[src/rqnh_pkg.sv]
`timescale 1ns / 1ps
// ----------------------------------------------------------------------------
// rqnh_pkg: shared types and constants
// Face record, register indexes and fixed widths of the nearest-hit block.
// ----------------------------------------------------------------------------
package rqnh_pkg;

	localparam int CoordW = 32;
	localparam int EdgeW  = 33;
	localparam int WideW  = 104;
	localparam int NumW   = 120;
	localparam int QDepth = 2;

	localparam logic [2:0] RegOrgX = 3'd0;
	localparam logic [2:0] RegOrgY = 3'd1;
	localparam logic [2:0] RegOrgZ = 3'd2;
	localparam logic [2:0] RegDirX = 3'd3;
	localparam logic [2:0] RegDirY = 3'd4;
	localparam logic [2:0] RegDirZ = 3'd5;

	localparam logic [31:0] TSat = 32'h7FFF_FFFF;

	typedef struct packed {
		logic signed [CoordW-1:0] bx, by, bz;
		logic signed [CoordW-1:0] ux, uy, uz;
		logic signed [CoordW-1:0] vx, vy, vz;
		logic                     last;
	} face_t;

endpackage

[src/rqnh_front.sv]
`timescale 1ns / 1ps
// ----------------------------------------------------------------------------
// rqnh_front: input stage and face queue
// Accepts faces and buffers them in a short queue for the solver.
// ----------------------------------------------------------------------------
module rqnh_front import rqnh_pkg::*; (
	input  logic  clk,
	input  logic  arst_n,
	input  logic  in_valid,
	output logic  in_ready,
	input  face_t in_face,
	output logic  q_valid,
	input  logic  q_ready,
	output face_t q_face
);

	face_t       mem_q [QDepth];
	logic        wp_q, rp_q;
	logic [1:0]  cnt_q;
	logic        push, pop;

	assign in_ready = (cnt_q != 2'(QDepth));
	assign q_valid  = (cnt_q != 2'd0);
	assign q_face   = mem_q[rp_q];
	assign push     = in_valid && in_ready;
	assign pop      = q_valid && q_ready;

	always_ff @(posedge clk) begin
		if (push) mem_q[wp_q] <= in_face;
	end

	always_ff @(posedge clk or negedge arst_n) begin
		if (!arst_n) begin
			wp_q <= 1'b0;
			rp_q <= 1'b0;
			cnt_q <= 2'd0;
		end else begin
			if (push) wp_q <= ~wp_q;
			if (pop) rp_q <= ~rp_q;
			cnt_q <= cnt_q + 2'(push) - 2'(pop);
		end
	end

endmodule

[config.mk]
export PLATFORM = sky130hd
export DESIGN_NAME = rqnh_front
export DESIGN_NICKNAME = d
export VERILOG_FILES = /design/src/rqnh_pkg.sv /design/src/rqnh_front.sv
export SDC_FILE = /design/constraint.sdc
export NUM_CORES = 1
export LEC_CHECK = 0
export BUFFER_PORTS_ARGS = -buffer_cell sky130_fd_sc_hd__buf_4
export CORE_AREA = 5 5 222 224
export CTS_CLUSTER_SIZE = 12
export DETAILED_ROUTE_END_ITERATION = 8
export DIE_AREA = 0 0 227 229
export GPL_TIMING_DRIVEN = 0
export PLACE_DENSITY = 0.74
export SLEW_MARGIN = 20
export SYNTH_ARGS = -nofsm -noshare
export SYNTH_HDL_FRONTEND = slang
export SYNTH_SLANG_ARGS = --single-unit
[constraint.sdc]
create_clock -name clk -period 17.2 [get_ports clk]
set_clock_uncertainty 0.1 [all_clocks]
set_input_delay 1.72 -clock clk [delete_from_list [all_inputs] [get_ports clk]]
set_output_delay 1.72 -clock clk [all_outputs]
set_load 0.1 [all_outputs]
==> results.json <==
{
  "track_usage_pct": 18.8,
  "crit_end": "q_face[82]",
  "crit_path_max_incr_delay_ns": 0.38,
  "core_sq_mm": 0.0471,
  "endpoint_kind": "output port",
  "grt_overflow": 0,
  "clock_tree.root_cell": "clkbuf_16",
  "status": "finished clean",
  "grt_pass1_wl_um": 73800,
  "syn_area_sq_mm": 0.0214,
  "syn2layout_area_growth_pct": 34.1,
  "clock_latency_ns": 0.59,
  "maxCapViolCount": 0,
  "start_util_pct": 45.4,
  "layout_common_cells": "584 x buf_4, 578 x edfxtp_1, 189 x mux2_2",
  "start_kind": "flip-flop",
  "io_pins": 584,
  "drc": 0,
  "synthCells": 916,
  "required_ns": 15.38,
  "drt_wl_total_um": 50400,
  "post_cts_resized": 0,
  "worstMarginPinSlew_ns": 0.331,
  "gp_congestion": 0.790,
  "syn-num-nets": 1211,
  "layout_commonest_cell": "buf_4",
  "drtAntennaViolNets": 0,
  "dpl.cell_count": 2135,
  "yosys.cell_types.count": 17,
  "rows": 80,
  "crit_fanout": 10,
  "clk_pin_slew_ns": 0.06,
  "cts_setup_buffers": 0,
  "cts_inserted_buffers": 58,
  "crit_cells": 4,
  "drtIter0Drc": 655,
  "yosysWarnings": 0,
  "path_class": "flip-flop to output port",
  "place_area_sq_mm": 0.0271,
  "crit_top_cell": "buf_2",
  "layout.nets": 1875,
  "r2r_slack_ns": 14.81,
  "syn_avg_cell_area_sq_um": 23.4,
  "grt_pass1_vias": 11900,
  "rsz0062_at_grt": "false",
  "cp-startpoint": "rp_q$_DFFE_PN0P_",
  "critPathSlowestCell": "mux2_2",
  "post_drt_wl_per_cell_um": 22.6,
  "cts_max_path_buffers": 3,
  "htreeDepth": 2,
  "place_ws_ns": 13.52,
  "slew_violations": 0,
  "worstPathArrival_ns": 2.20,
  "r2r-start": "cnt_q[1]$_DFF_PN0_",
  "ys_seq_area_share_pct": 81.5,
  "viasPerCell": 4.96,
  "period_needed_ns": 4.02,
  "via_count": 11100,
  "port_buffers": 583,
  "cpLargestDelayFamily": "buffers and inverters",
  "finalInstanceArea_sq_mm": 0.0287,
  "hpwl_um": 37100,
  "period_share_pct": 23.3,
  "die_w_um": 227,
  "drt_first_pass_iters": 4,
  "setup_viol": 0,
  "grt_max_degree": 52,
  "path_cells": "buf_2, buf_2, mux2_2, buf_4",
  "dieArea_sq_mm": 0.0520,
  "cts_tree": "yes",
  "grt_antenna_before_repair": 6,
  "hold_viol": 0,
  "worstRegToRegCells": 8,
  "cts_hold_buf": 0,
  "finalNonFillerCells": 2227,
  "reg2reg_to": "mem_q[0][258]$_DFFE_PP_",
  "synth_seq_cells": 582,
  "hp-class": "flip-flop to flip-flop",
  "crit_buf_inv": 3,
  "fmax_mhz": 249,
  "maxSlewHeadroom_pct": 77.9,
  "drive_above_1_share_pct": 61.8,
  "clock-sinks": 582,
  "fin_ws_ns": 13.18,
  "die-height_um": 229
}
[per-stage QoR]
stage	utilization [%]	TNS [ns]	hold WS [ns]
after floorplan	-	0	0.361
after global placement	56.3	-1327.94	0.378
after detailed placement	57.4	0	0.419
after CTS	60.9	0	0.432
after global routing	60.9	0	0.448
final	60.9	0	0.426
[kinds of logic (layout without fill, tap and decap cells)]
group / Yosys count / in the layout / synth area share [%]
xor+xnor: 4 / 4 / 0.164
fa+ha+maj: 2 / 2 / 0.117
buf+inv: 33 / 726 / 1.10
flops: 582 / 582 / 81.5
mux: 289 / 289 / 17.0
other cells: 0 / 3 / 0
simple gates: 6 / 6 / 0.152
[registers in the layout (all words and copies together) (netlist names)]
name,cells
cnt_q,2
mem_q,578
rp_q,1
wp_q,1
[final cells by class]
cell class	count	area (sq um)
flip-flops and latches	582	17500
plain buffers	32	231
clock buffers	75	1580
multi-input cells	301	3730
diodes	3	7.51
well taps	615	769
repair buffers	604	4860
clock inverters	14	65.1
fillers	3288	18400
inverters	1	3.75
[worst register-to-register path: cells and delay by family (launching register included)]
| family | cells | cell delay, ns |
|---|---|---|
| DFF | 1 | 0.41 |
| and+or+nand+nor | 3 | 0.58 |
| buffers and inverters | 5 | 0.99 |
[cell usage after synthesis]
library cell	number	share of area [%]
and2_1	1	0.029
and3_1	1	0.029
buf_2	20	0.47
buf_4	1	0.035
buf_6	11	0.58
dfrtp_1	4	0.47
edfxtp_1	578	81
ha_1	2	0.12
inv_1	1	0.018
mux2_2	189	9.9
mux2_4	100	7.0
nand2_1	1	0.018
nand2b_1	1	0.029
nor2_1	1	0.018
or2_2	1	0.029
xnor2_1	3	0.12
xor2_1	1	0.041
[worst min-delay path by stage]
| stage | start | to | slack, ns | depth (start not counted) |
|---|---|---|---|---|
| final | cnt_q[0]$_DFF_PN0_ | cnt_q[0]$_DFF_PN0_ | 0.43 | 1 |
| after global routing | cnt_q[0]$_DFF_PN0_ | cnt_q[0]$_DFF_PN0_ | 0.45 | 1 |
| after CTS | cnt_q[0]$_DFF_PN0_ | cnt_q[0]$_DFF_PN0_ | 0.43 | 1 |
| after detailed placement | cnt_q[0]$_DFF_PN0_ | cnt_q[0]$_DFF_PN0_ | 0.42 | 1 |
| after global placement | wp_q$_DFFE_PN0N_ | wp_q$_DFFE_PN0N_ | 0.38 | 1 |
| after floorplan | wp_q$_DFFE_PN0N_ | wp_q$_DFFE_PN0N_ | 0.36 | 1 |
[routing by layer]
layer	track usage, %	up-vias	routed length [um]
met2	32.0	474	25500
met5	0	-	47
met3	7.89	93	5430
met4	5.98	6	1450
li1	-	4984	-
met1	21.6	5500	18000
Power is left out: the tool's default activity adds up to more than one toggle a clock period on the data nets, which glitch-free logic cannot reach.
